===== src/sul_pkg.sv =====
// ----------------------------------------------------------------------------
// sul_pkg
// Shared types, codes and sizes for the sorted unique list block.
// ----------------------------------------------------------------------------
`default_nettype none

package sul_pkg;

  // Default number of entries
  localparam int DEPTH_DEF = 16;

  // Payload widths
  localparam int VALUE_W  = 32;
  localparam int KIND_W   = 2;
  localparam int STATUS_W = 3;
  localparam int COUNT_W  = 5;

  // Register map (byte addresses)
  localparam logic [1:0] ADDR_DESCENDING = 2'd0;

  // Item kinds (any other code dumps)
  localparam logic [KIND_W-1:0] KIND_ADD = 2'd0;
  localparam logic [KIND_W-1:0] KIND_DEL = 2'd1;

  // Result status codes
  localparam logic [STATUS_W-1:0] ST_INSERTED = 3'd0;
  localparam logic [STATUS_W-1:0] ST_PRESENT  = 3'd1;
  localparam logic [STATUS_W-1:0] ST_REMOVED  = 3'd2;
  localparam logic [STATUS_W-1:0] ST_NOTFOUND = 3'd3;
  localparam logic [STATUS_W-1:0] ST_FULL     = 3'd4;
  localparam logic [STATUS_W-1:0] ST_DUMP     = 3'd5;
  localparam logic [STATUS_W-1:0] ST_EMPTY    = 3'd6;

  // Sequencer states
  typedef enum logic [3:0] {
    S_IDLE,
    S_SCAN_RD,
    S_SCAN_CMP,
    S_DECIDE,
    S_INS_RD,
    S_INS_WR,
    S_DEL_RD,
    S_DEL_WR,
    S_DUMP_RD,
    S_DUMP_OUT
  } seq_state_t;

  // Compare unit verdict
  typedef struct packed {
    logic ahead;    // stored entry orders strictly ahead of the search value
    logic equal;    // stored entry equals the search value
  } cmp_res_t;

endpackage

`default_nettype wire


===== src/sul_mem.sv =====
// ----------------------------------------------------------------------------
// sul_mem
// Entry store: one write port, one read port with registered read data.
// ----------------------------------------------------------------------------
`default_nettype none

module sul_mem #(
  parameter int DEPTH = sul_pkg::DEPTH_DEF,
  parameter int AW    = $clog2(DEPTH)
) (
  input  wire logic                        clk,
  input  wire logic                        we,
  input  wire logic [AW-1:0]               waddr,
  input  wire logic [sul_pkg::VALUE_W-1:0] wdata,
  input  wire logic                        re,
  input  wire logic [AW-1:0]               raddr,
  output logic      [sul_pkg::VALUE_W-1:0] rdata
);

  logic [sul_pkg::VALUE_W-1:0] mem [DEPTH];
  logic [sul_pkg::VALUE_W-1:0] rdata_r;

  // Write port
  always_ff @(posedge clk) begin
    if (we) begin
      mem[waddr] <= wdata;
    end
  end

  // Read port, registered read data
  always_ff @(posedge clk) begin
    if (re) begin
      rdata_r <= mem[raddr];
    end
  end

  assign rdata = rdata_r;

endmodule

`default_nettype wire


===== src/sul_cmp.sv =====
// ----------------------------------------------------------------------------
// sul_cmp
// Shared compare unit: ordering test and equality of one stored entry
// against the search value, under the ascending/descending setting.
// ----------------------------------------------------------------------------
`default_nettype none

module sul_cmp (
  input  wire logic                        descending,
  input  wire logic [sul_pkg::VALUE_W-1:0] entry,
  input  wire logic [sul_pkg::VALUE_W-1:0] value,
  output sul_pkg::cmp_res_t                res
);

  logic lt_ev;   // entry < value, signed
  logic lt_ve;   // value < entry, signed

  assign lt_ev = $signed(entry) < $signed(value);
  assign lt_ve = $signed(value) < $signed(entry);

  always_comb begin
    res.ahead = descending ? lt_ve : lt_ev;
    res.equal = (entry == value);
  end

endmodule

`default_nettype wire


===== src/sul_seq.sv =====
// ----------------------------------------------------------------------------
// sul_seq
// Sequencer: scans the store through the compare unit, shifts entries one
// at a time (a read state, then a write state) for insert and delete, walks
// the store for a dump, and drives the result register.
// ----------------------------------------------------------------------------
`default_nettype none

module sul_seq #(
  parameter int DEPTH = sul_pkg::DEPTH_DEF,
  parameter int AW    = $clog2(DEPTH),
  parameter int CW    = $clog2(DEPTH + 1)
) (
  input  wire logic                          clk,
  input  wire logic                          rst_n,
  // input item
  input  wire logic                          in_valid,
  output logic                               in_ready,
  input  wire logic [sul_pkg::KIND_W-1:0]    in_kind,
  input  wire logic [sul_pkg::VALUE_W-1:0]   in_value,
  // result item
  output logic                               out_valid,
  input  wire logic                          out_ready,
  output logic      [sul_pkg::STATUS_W-1:0]  out_status,
  output logic      [sul_pkg::VALUE_W-1:0]   out_entry,
  output logic      [sul_pkg::COUNT_W-1:0]   out_count,
  output logic                               out_last,
  // store
  output logic                               mem_we,
  output logic      [AW-1:0]                 mem_waddr,
  output logic      [sul_pkg::VALUE_W-1:0]   mem_wdata,
  output logic                               mem_re,
  output logic      [AW-1:0]                 mem_raddr,
  input  wire logic [sul_pkg::VALUE_W-1:0]   mem_rdata,
  // compare unit
  output logic      [sul_pkg::VALUE_W-1:0]   cmp_value,
  input  wire sul_pkg::cmp_res_t             cmp_res
);

  localparam logic [CW-1:0] DEPTH_C = CW'(DEPTH);

  sul_pkg::seq_state_t             state_r, state_nxt;
  logic [CW-1:0]                   count_r, count_nxt;
  logic [CW-1:0]                   idx_r, idx_nxt;
  logic [CW-1:0]                   pos_r, pos_nxt;
  logic                            found_r, found_nxt;
  logic [sul_pkg::KIND_W-1:0]      kind_r, kind_nxt;
  logic [sul_pkg::VALUE_W-1:0]     val_r, val_nxt;

  logic                            out_valid_r, out_valid_nxt;
  logic [sul_pkg::STATUS_W-1:0]    out_status_r, out_status_nxt;
  logic [sul_pkg::VALUE_W-1:0]     out_entry_r, out_entry_nxt;
  logic [sul_pkg::COUNT_W-1:0]     out_count_r, out_count_nxt;
  logic                            out_last_r, out_last_nxt;

  logic                            out_free;
  logic [CW:0]                     idx_inc;
  logic [CW-1:0]                   idx_dec;
  logic                            idx_at_tail;

  // Entry count as carried in a result: low five bits
  function automatic logic [sul_pkg::COUNT_W-1:0] cnt_field(input logic [CW-1:0] c);
    logic [CW+sul_pkg::COUNT_W-1:0] t;
    t = {{sul_pkg::COUNT_W{1'b0}}, c};
    return t[sul_pkg::COUNT_W-1:0];
  endfunction

  assign out_free    = !out_valid_r || out_ready;
  assign idx_inc     = {1'b0, idx_r} + {{CW{1'b0}}, 1'b1};
  assign idx_dec     = idx_r - {{(CW-1){1'b0}}, 1'b1};
  assign idx_at_tail = (idx_inc == {1'b0, count_r});

  assign in_ready   = (state_r == sul_pkg::S_IDLE);
  assign out_valid  = out_valid_r;
  assign out_status = out_status_r;
  assign out_entry  = out_entry_r;
  assign out_count  = out_count_r;
  assign out_last   = out_last_r;
  assign cmp_value  = val_r;

  // Control registers
  always_ff @(posedge clk) begin
    if (!rst_n) begin
      state_r     <= sul_pkg::S_IDLE;
      count_r     <= '0;
      out_valid_r <= 1'b0;
    end else begin
      state_r     <= state_nxt;
      count_r     <= count_nxt;
      out_valid_r <= out_valid_nxt;
    end
  end

  // Working and result payload registers
  always_ff @(posedge clk) begin
    idx_r        <= idx_nxt;
    pos_r        <= pos_nxt;
    found_r      <= found_nxt;
    kind_r       <= kind_nxt;
    val_r        <= val_nxt;
    out_status_r <= out_status_nxt;
    out_entry_r  <= out_entry_nxt;
    out_count_r  <= out_count_nxt;
    out_last_r   <= out_last_nxt;
  end

  // Next state, store access and result load
  always_comb begin
    state_nxt      = state_r;
    count_nxt      = count_r;
    idx_nxt        = idx_r;
    pos_nxt        = pos_r;
    found_nxt      = found_r;
    kind_nxt       = kind_r;
    val_nxt        = val_r;
    out_valid_nxt  = out_valid_r && !out_ready;
    out_status_nxt = out_status_r;
    out_entry_nxt  = out_entry_r;
    out_count_nxt  = out_count_r;
    out_last_nxt   = out_last_r;
    mem_we         = 1'b0;
    mem_waddr      = idx_r[AW-1:0];
    mem_wdata      = val_r;
    mem_re         = 1'b0;
    mem_raddr      = idx_r[AW-1:0];

    case (state_r)
      sul_pkg::S_IDLE: begin
        if (in_valid) begin
          kind_nxt = in_kind;
          val_nxt  = in_value;
          idx_nxt  = '0;
          if (in_kind == sul_pkg::KIND_ADD || in_kind == sul_pkg::KIND_DEL) begin
            state_nxt = sul_pkg::S_SCAN_RD;
          end else begin
            state_nxt = sul_pkg::S_DUMP_RD;
          end
        end
      end

      // scan: read entry, or stop at the end of the held entries
      sul_pkg::S_SCAN_RD: begin
        if (idx_r == count_r) begin
          pos_nxt   = idx_r;
          found_nxt = 1'b0;
          state_nxt = sul_pkg::S_DECIDE;
        end else begin
          mem_re    = 1'b1;
          state_nxt = sul_pkg::S_SCAN_CMP;
        end
      end

      sul_pkg::S_SCAN_CMP: begin
        if (cmp_res.ahead) begin
          idx_nxt   = idx_inc[CW-1:0];
          state_nxt = sul_pkg::S_SCAN_RD;
        end else begin
          pos_nxt   = idx_r;
          found_nxt = cmp_res.equal;
          state_nxt = sul_pkg::S_DECIDE;
        end
      end

      sul_pkg::S_DECIDE: begin
        if (kind_r == sul_pkg::KIND_ADD) begin
          if (found_r || count_r == DEPTH_C) begin
            if (out_free) begin
              out_valid_nxt  = 1'b1;
              out_status_nxt = found_r ? sul_pkg::ST_PRESENT : sul_pkg::ST_FULL;
              out_entry_nxt  = val_r;
              out_count_nxt  = cnt_field(count_r);
              out_last_nxt   = 1'b1;
              state_nxt      = sul_pkg::S_IDLE;
            end
          end else begin
            idx_nxt   = count_r;
            state_nxt = sul_pkg::S_INS_RD;
          end
        end else begin
          if (found_r) begin
            idx_nxt   = pos_r;
            state_nxt = sul_pkg::S_DEL_RD;
          end else if (out_free) begin
            out_valid_nxt  = 1'b1;
            out_status_nxt = sul_pkg::ST_NOTFOUND;
            out_entry_nxt  = val_r;
            out_count_nxt  = cnt_field(count_r);
            out_last_nxt   = 1'b1;
            state_nxt      = sul_pkg::S_IDLE;
          end
        end
      end

      // insert: move entries up one place from the tail down to the stop
      sul_pkg::S_INS_RD: begin
        if (idx_r == pos_r) begin
          if (out_free) begin
            mem_we         = 1'b1;
            count_nxt      = count_r + {{(CW-1){1'b0}}, 1'b1};
            out_valid_nxt  = 1'b1;
            out_status_nxt = sul_pkg::ST_INSERTED;
            out_entry_nxt  = val_r;
            out_count_nxt  = cnt_field(count_nxt);
            out_last_nxt   = 1'b1;
            state_nxt      = sul_pkg::S_IDLE;
          end
        end else begin
          mem_re    = 1'b1;
          mem_raddr = idx_dec[AW-1:0];
          state_nxt = sul_pkg::S_INS_WR;
        end
      end

      sul_pkg::S_INS_WR: begin
        mem_we    = 1'b1;
        mem_wdata = mem_rdata;
        idx_nxt   = idx_dec;
        state_nxt = sul_pkg::S_INS_RD;
      end

      // delete: move entries down one place from the stop to the tail
      sul_pkg::S_DEL_RD: begin
        if (idx_at_tail) begin
          if (out_free) begin
            count_nxt      = count_r - {{(CW-1){1'b0}}, 1'b1};
            out_valid_nxt  = 1'b1;
            out_status_nxt = sul_pkg::ST_REMOVED;
            out_entry_nxt  = val_r;
            out_count_nxt  = cnt_field(count_nxt);
            out_last_nxt   = 1'b1;
            state_nxt      = sul_pkg::S_IDLE;
          end
        end else begin
          mem_re    = 1'b1;
          mem_raddr = idx_inc[AW-1:0];
          state_nxt = sul_pkg::S_DEL_WR;
        end
      end

      sul_pkg::S_DEL_WR: begin
        mem_we    = 1'b1;
        mem_wdata = mem_rdata;
        idx_nxt   = idx_inc[CW-1:0];
        state_nxt = sul_pkg::S_DEL_RD;
      end

      // dump: read the next entry, or report an empty store
      sul_pkg::S_DUMP_RD: begin
        if (count_r == '0) begin
          if (out_free) begin
            out_valid_nxt  = 1'b1;
            out_status_nxt = sul_pkg::ST_EMPTY;
            out_entry_nxt  = '0;
            out_count_nxt  = '0;
            out_last_nxt   = 1'b1;
            state_nxt      = sul_pkg::S_IDLE;
          end
        end else begin
          mem_re    = 1'b1;
          state_nxt = sul_pkg::S_DUMP_OUT;
        end
      end

      sul_pkg::S_DUMP_OUT: begin
        if (out_free) begin
          out_valid_nxt  = 1'b1;
          out_status_nxt = sul_pkg::ST_DUMP;
          out_entry_nxt  = mem_rdata;
          out_count_nxt  = cnt_field(count_r);
          out_last_nxt   = idx_at_tail;
          idx_nxt        = idx_inc[CW-1:0];
          state_nxt      = idx_at_tail ? sul_pkg::S_IDLE : sul_pkg::S_DUMP_RD;
        end
      end

      default: begin
        state_nxt = sul_pkg::S_IDLE;
      end
    endcase
  end

endmodule

`default_nettype wire


===== src/sorted_unique_list_top.sv =====
// Items are taken one at a time: add and delete scan the held entries and then
// shift, a dump reads each entry in turn, and a new item is accepted only in
// the idle state once the previous one has loaded its last result; the single
// store read port and shared compare unit set this.
// Reset (rst_n low, synchronous) clears the entry count and the order bit;
// store contents are left as they are and need no clearing pass.
// ----------------------------------------------------------------------------
// sorted_unique_list_top
// Bounded ordered set of distinct signed words with add, delete and dump
// items, an APB-style order setting and stream-style channels.
// ----------------------------------------------------------------------------
`default_nettype none

module sorted_unique_list_top #(
  parameter int DEPTH = sul_pkg::DEPTH_DEF
) (
  input  wire logic        clk,
  input  wire logic        rst_n,
  // input channel
  input  wire logic        in_tvalid,
  output logic             in_tready,
  input  wire logic [31:0] in_tdata,    // [31:0] value
  input  wire logic [1:0]  in_tuser,    // [1:0] kind
  // result channel
  output logic             out_tvalid,
  input  wire logic        out_tready,
  output logic [39:0]      out_tdata,   // [31:0] entry, [36:32] count, [39:37] zero
  output logic [2:0]       out_tuser,   // [2:0] status
  output logic             out_tlast,
  // configuration port
  input  wire logic        psel,
  input  wire logic        penable,
  input  wire logic        pwrite,
  input  wire logic [1:0]  paddr,
  input  wire logic [31:0] pwdata,
  output logic [31:0]      prdata,
  output logic             pready
);

  localparam int AW = (DEPTH > 1) ? $clog2(DEPTH) : 1;
  localparam int CW = $clog2(DEPTH + 1);

  logic                          descending_r;
  logic                          mem_we;
  logic [AW-1:0]                 mem_waddr;
  logic [sul_pkg::VALUE_W-1:0]   mem_wdata;
  logic                          mem_re;
  logic [AW-1:0]                 mem_raddr;
  logic [sul_pkg::VALUE_W-1:0]   mem_rdata;
  logic [sul_pkg::VALUE_W-1:0]   cmp_value;
  sul_pkg::cmp_res_t             cmp_res;
  logic [sul_pkg::VALUE_W-1:0]   out_entry;
  logic [sul_pkg::COUNT_W-1:0]   out_count;

  // Order register at byte address 0; other addresses read as zero
  assign pready = 1'b1;
  assign prdata = (paddr == sul_pkg::ADDR_DESCENDING) ? {31'd0, descending_r} : 32'd0;

  always_ff @(posedge clk) begin
    if (!rst_n) begin
      descending_r <= 1'b0;
    end else if (psel && penable && pwrite && pready &&
                 paddr == sul_pkg::ADDR_DESCENDING) begin
      descending_r <= pwdata[0];
    end
  end

  assign out_tdata = {3'd0, out_count, out_entry};

  sul_mem #(
    .DEPTH (DEPTH),
    .AW    (AW)
  ) u_mem (
    .clk   (clk),
    .we    (mem_we),
    .waddr (mem_waddr),
    .wdata (mem_wdata),
    .re    (mem_re),
    .raddr (mem_raddr),
    .rdata (mem_rdata)
  );

  sul_cmp u_cmp (
    .descending (descending_r),
    .entry      (mem_rdata),
    .value      (cmp_value),
    .res        (cmp_res)
  );

  sul_seq #(
    .DEPTH (DEPTH),
    .AW    (AW),
    .CW    (CW)
  ) u_seq (
    .clk        (clk),
    .rst_n      (rst_n),
    .in_valid   (in_tvalid),
    .in_ready   (in_tready),
    .in_kind    (in_tuser),
    .in_value   (in_tdata),
    .out_valid  (out_tvalid),
    .out_ready  (out_tready),
    .out_status (out_tuser),
    .out_entry  (out_entry),
    .out_count  (out_count),
    .out_last   (out_tlast),
    .mem_we     (mem_we),
    .mem_waddr  (mem_waddr),
    .mem_wdata  (mem_wdata),
    .mem_re     (mem_re),
    .mem_raddr  (mem_raddr),
    .mem_rdata  (mem_rdata),
    .cmp_value  (cmp_value),
    .cmp_res    (cmp_res)
  );

endmodule

`default_nettype wire


===== config.mk =====
export PLATFORM = sky130hd
export DESIGN_NAME = sorted_unique_list_top
export DESIGN_NICKNAME = d
export VERILOG_FILES = /design/src/sul_pkg.sv /design/src/sul_mem.sv /design/src/sul_cmp.sv /design/src/sul_seq.sv /design/src/sorted_unique_list_top.sv
export SDC_FILE = /design/constraint.sdc
export NUM_CORES = 1
export LEC_CHECK = 0
export BUFFER_PORTS_ARGS = -buffer_cell sky130_fd_sc_hd__buf_2
export CAP_MARGIN = 20
export CORE_UTILIZATION = 55
export CTS_CLUSTER_SIZE = 28
export DETAILED_ROUTE_END_ITERATION = 7
export GPL_ROUTABILITY_DRIVEN = 0
export PLACE_DENSITY = 0.81
export RECOVER_POWER = 25
export SLEW_MARGIN = 20
export SYNTH_ARGS = -nofsm -noshare
export SYNTH_HDL_FRONTEND = slang
export SYNTH_SLANG_ARGS = --single-unit

===== constraint.sdc =====
create_clock -name clk -period 6.45 [get_ports clk]
set_input_delay 0.3225 -clock clk [delete_from_list [all_inputs] [get_ports clk]]
set_output_delay 0.3225 -clock clk [all_outputs]
set_load 0.005 [all_outputs]

---- Yosys cells after proc, flatten, opt, wreduce, memory -nomap -nowiden ----
Memories as Yosys holds them, arrays and structs flattened. A register that Yosys moved wholly into a read port is not among the register bits.
Index checks and enable logic that the tools add are counted.
operators by class
  add/subtract/negate cells ............... 4
  $lt $le $gt $ge ......................... 2
  equal/unequal tests ..................... 31
  multiplexer cells ....................... 96
  reductions and logical operators ........ 28
operator list
  cell                                                 number
  two-way mux 32 bit                                   10
  one-hot mux 32 bit (5 select lines)                  1
  two-way mux 5 bit                                    18
  < comparator 32 bit                                  2
  two-way mux 4 bit                                    13
  one-hot mux 4 bit (10 select lines)                  1
  two-way mux 3 bit                                    13
  equality test 32 bit                                 1
  one-hot mux 5 bit (6 select lines)                   1
  two-way mux 1 bit                                    28
  one-hot mux 5 bit (5 select lines)                   1
  one-hot mux 5 bit (2 select lines)                   2
  != test 2 x 1 -> 1 bit, second input constant        9
  equality test 4 x 3 -> 1 bit, second input constant  4
  one-hot mux 3 bit (5 select lines)                   1
  AND reduction 11 bit                                 1
  equality test 5 bit                                  2
  one-hot mux 1 bit (5 select lines)                   2
  subtractor 5 x 1 -> 5 bit, second input constant     2
  != test 3 bit, second input constant                 3
  AND reduction 9 bit                                  1
  equality test 4 x 2 -> 1 bit, second input constant  2
  equality test 4 bit, second input constant           2
  one-hot mux 4 bit (2 select lines)                   1
  other kinds (27)                                     40
storage, ports and cells
  flip-flop bits (word level) ............. 97
  memory bits (writable) .................. 512
  bits of input ports ..................... 75
  output and inout port bits .............. 79
  logic and storage cells ................. 175
  memories kept ........................... 1
memories
  memory     depth  width  read ports  clocked after Yosys merged registers in  write ports  line           text
  u_mem.mem  16     32     1           1                                        1            sul_mem.sv:20  logic [sul_pkg::VALUE_W-1:0] mem [DEPTH];

---- Longest topological paths before layout ----
  word-level depth ........................ 7
  gate-level depth with buffers ........... 13
  mapped depth without buffers ............ 11

---- Modules after synthesis ----
From an unflattened synthesis, not the netlist that was laid out.
unflattened totals
  cells, all modules ...................... 1448
  area, all modules ....................... 26616.8 um^2
modules (own cells, without submodules)
  module                  times used  cells an instance  area each (um^2)  sequential area each (um^2)
  sul_mem                 1           838                20155.6           16335.7
  sul_seq                 1           448                5267.6            2782.7
  sul_cmp                 1           118                868.3             0.0
  sorted_unique_list_top  1           44                 325.3             20.0

---- Worst setup path before layout ----
OpenSTA, ideal clock, no wires.
  path type ............................... register to register
  start ................................... register u_seq.state_r[0]
  end ..................................... memory u_mem.mem[3][0] (netlist name) (enable)
  data arrival time ....................... 4.396 ns
  data required time ...................... 5.948 ns
  path slack .............................. 1.553 ns
  cell stages (with the launch flop) ...... 7
  buffers on the path ..................... 2
  path through ............................ dfxtp_1 buf_4 or3b_1 buf_6 nor3_1 a21boi_0 nor4_1
on the way
  cells in the longest elaborated chain, start to end .. 5
  elaborated cells between the ends (all ways) .. 7
ends and longest elaborated chain
  element                                      line            text
  from (decl)                                  sul_seq.sv:42   sul_pkg::seq_state_t state_r, state_nxt;
  from (signal assigned)                       sul_seq.sv:84   state_r <= sul_pkg::S_IDLE;
  from (signal assigned)                       sul_seq.sv:88   state_r <= state_nxt;
  equality test 4 x 3 -> 1 bit                 sul_seq.sv:127  case (state_r)
  OR reduction 2 bit (no source line)          -
  one-hot mux 1 bit (2 select lines) (*)       sul_seq.sv:127
  two-way mux 1 bit (*)                        sul_mem.sv:25   if (we) begin
  two-way mux 1 bit (implied by the code) (*)  sul_mem.sv:26   mem[waddr] <= wdata;
  to (decl)                                    sul_mem.sv:20
Mark *: on every way between the ends. The rest lies on a longest branch, timed or not.

---- Final worst setup path ----
  start ................................... register u_seq.idx_r[0]
  end ..................................... register u_mem.rdata_r (netlist bit u_mem.rdata[14]) (read register of u_mem.mem), data pin
on the way
  cells in the longest elaborated chain, start to end .. 4
  elaborated cells between the ends (all ways) .. 12
ends and longest elaborated chain
  element                                                                                          line            text
  from (decl)                                                                                      sul_seq.sv:44   logic [CW-1:0] idx_r, idx_nxt;
  from (signal assigned)                                                                           sul_seq.sv:96   idx_r <= idx_nxt;
  adder 5 x 1 -> 6 bit                                                                             sul_seq.sv:69   assign idx_inc = {1'b0, idx_r} + {{CW{1'b0}}, 1'b1};
  equality test 6 x 5 -> 1 bit                                                                     sul_seq.sv:71   assign idx_at_tail = (idx_inc == {1'b0, count_r});
  two-way mux 1 bit / two-way mux 4 bit (equally long branches)                                    sul_seq.sv:223  if (idx_at_tail) begin
  one-hot mux 1 bit (4 select lines) / one-hot mux 4 bit (2 select lines) (equally long branches)  sul_seq.sv:127
  to (decl)                                                                                        sul_mem.sv:21   logic [sul_pkg::VALUE_W-1:0] rdata_r;
Parallel ways exist; a longest one is shown, timed or not.
A chain may end at the register's enable or synchronous reset.

==> impl_metrics.yaml <==
cells_and_area:
  fillers: 3174
  syn2layout_area_growth_pct: 12.2
  instances_no_fill: 2304
  finalNetCount: 1754
  post-route-util_pct: 62.5
  final_cell_mix: "edfxtp_1, mux4_2, nand2_1"
  insertedDiodeCount: 0
  final_common_cell: "edfxtp_1"
  layout-drive-gt1-share_pct: 21.1
worst_setup_path:
  path_max_fanout: 24
  arrival_ps: 5490
  criticalPathCategory: "flop to flop"
  start_kind: "flop"
  required_ps: 6820
  endpoint_kind: "flop"
die:
  dieArea_um2: 49200
  io_pins: 154
  die_y_um: 222
  row_count: 80
  start_util_pct: 55.7
  core_um2: 47600
  die_w_um: 222
run_status:
  violations: "capacitance limit, slew limit"
  outcome: "finished with violations"
synthesis:
  synthArstFlopShare_pct: 0
  synth_edf_count: 630
  synth-seq-cells: 641
  ys_seq_area_share_pct: 72.1
  syn_inst: 1483
  synthesis.area_um2: 26600
  synth-main-ff-cell: "edfxtp_1"
  yosys_warnings: 0
  syn_area_per_cell_um2: 17.9
  ys_types: 72
routing:
  wl_per_cell_um: 27.2
  vias_per_cell: 6.39
  drt-initial-drc-count: 2050
  drc: 0
  postRouteAntennaNets: 0
  via_count: 14715
  wl_mm: 62.7
  dr.pass1.iters: 6
sta:
  period_minus_slack_ps: 5120
  period_share_pct: 79.4
  report.final.slew_viol_count: 137
  fin_skew_ps: 27.2
  setup_viol: 0
  timing.setup.tns_ps: 0
  fmax_mhz: 195
  rsz0062_at_grt: "false"
  hold_viol: 0
  worst_pin_slew_ps: 3500
  worst_slew_margin_rel_pct: -133
power:
  peakVddDrop_uv: 242
  p_per_area_nw_per_um2: 306
  p_leak_nw: 9.99
  fin_total_pwr_mw: 9.12
clock_network:
  cts_tree: "built"
  cts_made_buffers: 60
  cts_resized: 0
  worst_skew_pair.late_latency_ps: 630
  cts_buffer_depth: 3
  clkSinkCount: 641
  cts_hold_buf: 35
  cts_root_buf: "clkbuf_16"
  h-tree-depth: 2
  cts_setup_buffers: 0
  clk_pin_slew_ps: 70
placed_design:
  hpwlAfterDp_mm: 32.2
  dp.cells: 2156
  numPortBuffers: 87
grt:
  grt_usage_pct: 25.6
  grt_max_degree: 69
  antenna_found_initial: 0
  grt_pass1_vias: 14815
  grt_first_pass_wirelength_mm: 92.2
  grt_overflow_total: 0
job:
  drv_cap: 3
min_path:
  hp-class: "input port to flop"
## Yosys cell counts, drive strengths merged (3+ instances only)
master	instances	share of area (%)
and2	26	0.61
nor4	5	0.12
o22ai	69	1.6
nand3	12	0.24
nor2b	9	0.21
buf	78	2.6
nand2	106	1.5
nor2	59	0.90
xor2	10	0.36
mux4	128	11
nand4	5	0.12
xnor2	17	0.62
a22oi	3	0.085
a31oi	5	0.17
o21ai	58	1.1
edfxtp	630	71
nand2b	4	0.094
a21o	8	0.23
o31ai	36	1.0
a21oi	18	0.34
ha	40	1.9
dfxtp	11	0.83
mux2i	8	0.30
o311ai	3	0.16
or3	3	0.089
clkbuf	34	0.51
nor3	16	0.36
inv	46	0.65
## sequential cells by signal, summed over array words and instances, names as in the netlist
register          cells
u_seq.out_last        1
u_seq.cmp_value      32
u_seq.out_status      3
u_seq.state_r         4
u_seq.out_count       5
u_seq.found_r         1
u_seq.count_r         5
u_mem.rdata          32
u_mem.mem           512
u_seq.idx_r           5
u_seq.out_valid       1
u_seq.out_entry      32
u_seq.pos_r           5
descending_r          1
u_seq.kind_r          2
## through the flow
| step | worst slack, ps | cell area, um2 | hold WS, ps |
|---|---|---|---|
| final | 1330 | 29800 | 45.3 |
| after global routing | 1110 | 29800 | 30.7 |
| after CTS | 1390 | 29900 | 23.6 |
| after detailed placement | 1470 | 27600 | 501 |
| after global placement | 1540 | 27600 | 499 |
| after floorplan | 1550 | 26700 | 421 |
## worst max-delay path, stage by stage, from the launching register on
cell	delay (ps)
edfxtp_1	770
inv_1	320
ha_1	550
xnor2_1	170
o2111ai_1	170
o31ai_2	570
o22ai_1	270
xor2_4	950
buf_4	420
mux4_2	340
o22ai_1	230
nor2_1	80
## metal layers
layer | track usage (%) | wire length, um | vias up
li1 | - | - | 6149
met1 | 33.8 | 23400 | 7431
met2 | 42.4 | 31000 | 982
met3 | 4.39 | 6150 | 153
met4 | 10.9 | 2220 | 0
met5 | 0 | 0 | -
## power breakdown
part	switching, mW	leakage [nW]	internal [mW]
clock network	1.54	0.917	1.89
logic	0.554	3.28	0.369
registers	0.0593	5.79	4.71
## worst paths after layout
| path | startpoint | to | slack (ps) | cells past startpoint |
|---|---|---|---|---|
| worst max-delay path | u_seq.idx_r[0] | u_mem.rdata[14] | 1330 | 11 |
| worst max register to register | u_seq.idx_r[0] | u_mem.rdata[14] | 1330 | 11 |
| worst min register to register | u_seq.cmp_value[4] | u_seq.out_entry[4] | 600 | 2 |
| worst min-delay path | rst_n | u_seq.count_r[1] | 50 | 2 |
## layout make-up
cell class	count	area, um2	share of cell area, %
flip-flops and latches	641	19100	64.2
multi-input cells	716	6670	22.4
clock buffers	76	1570	5.27
repair buffers	173	1160	3.88
well taps	615	769	2.58
clock inverters	36	314	1.05
inverters	47	176	0.592
## kinds of logic after synthesis
logic type	Yosys count	synth area share, %
other cells	2	0.0283
compound gates	225	5.58
fa+ha+maj	40	1.88
xor+xnor	28	1.06
simple gates	251	4.42
flops	641	72.1
mux	137	11.2
buf+inv	159	3.76
Power figures use the tool's default switching activity.
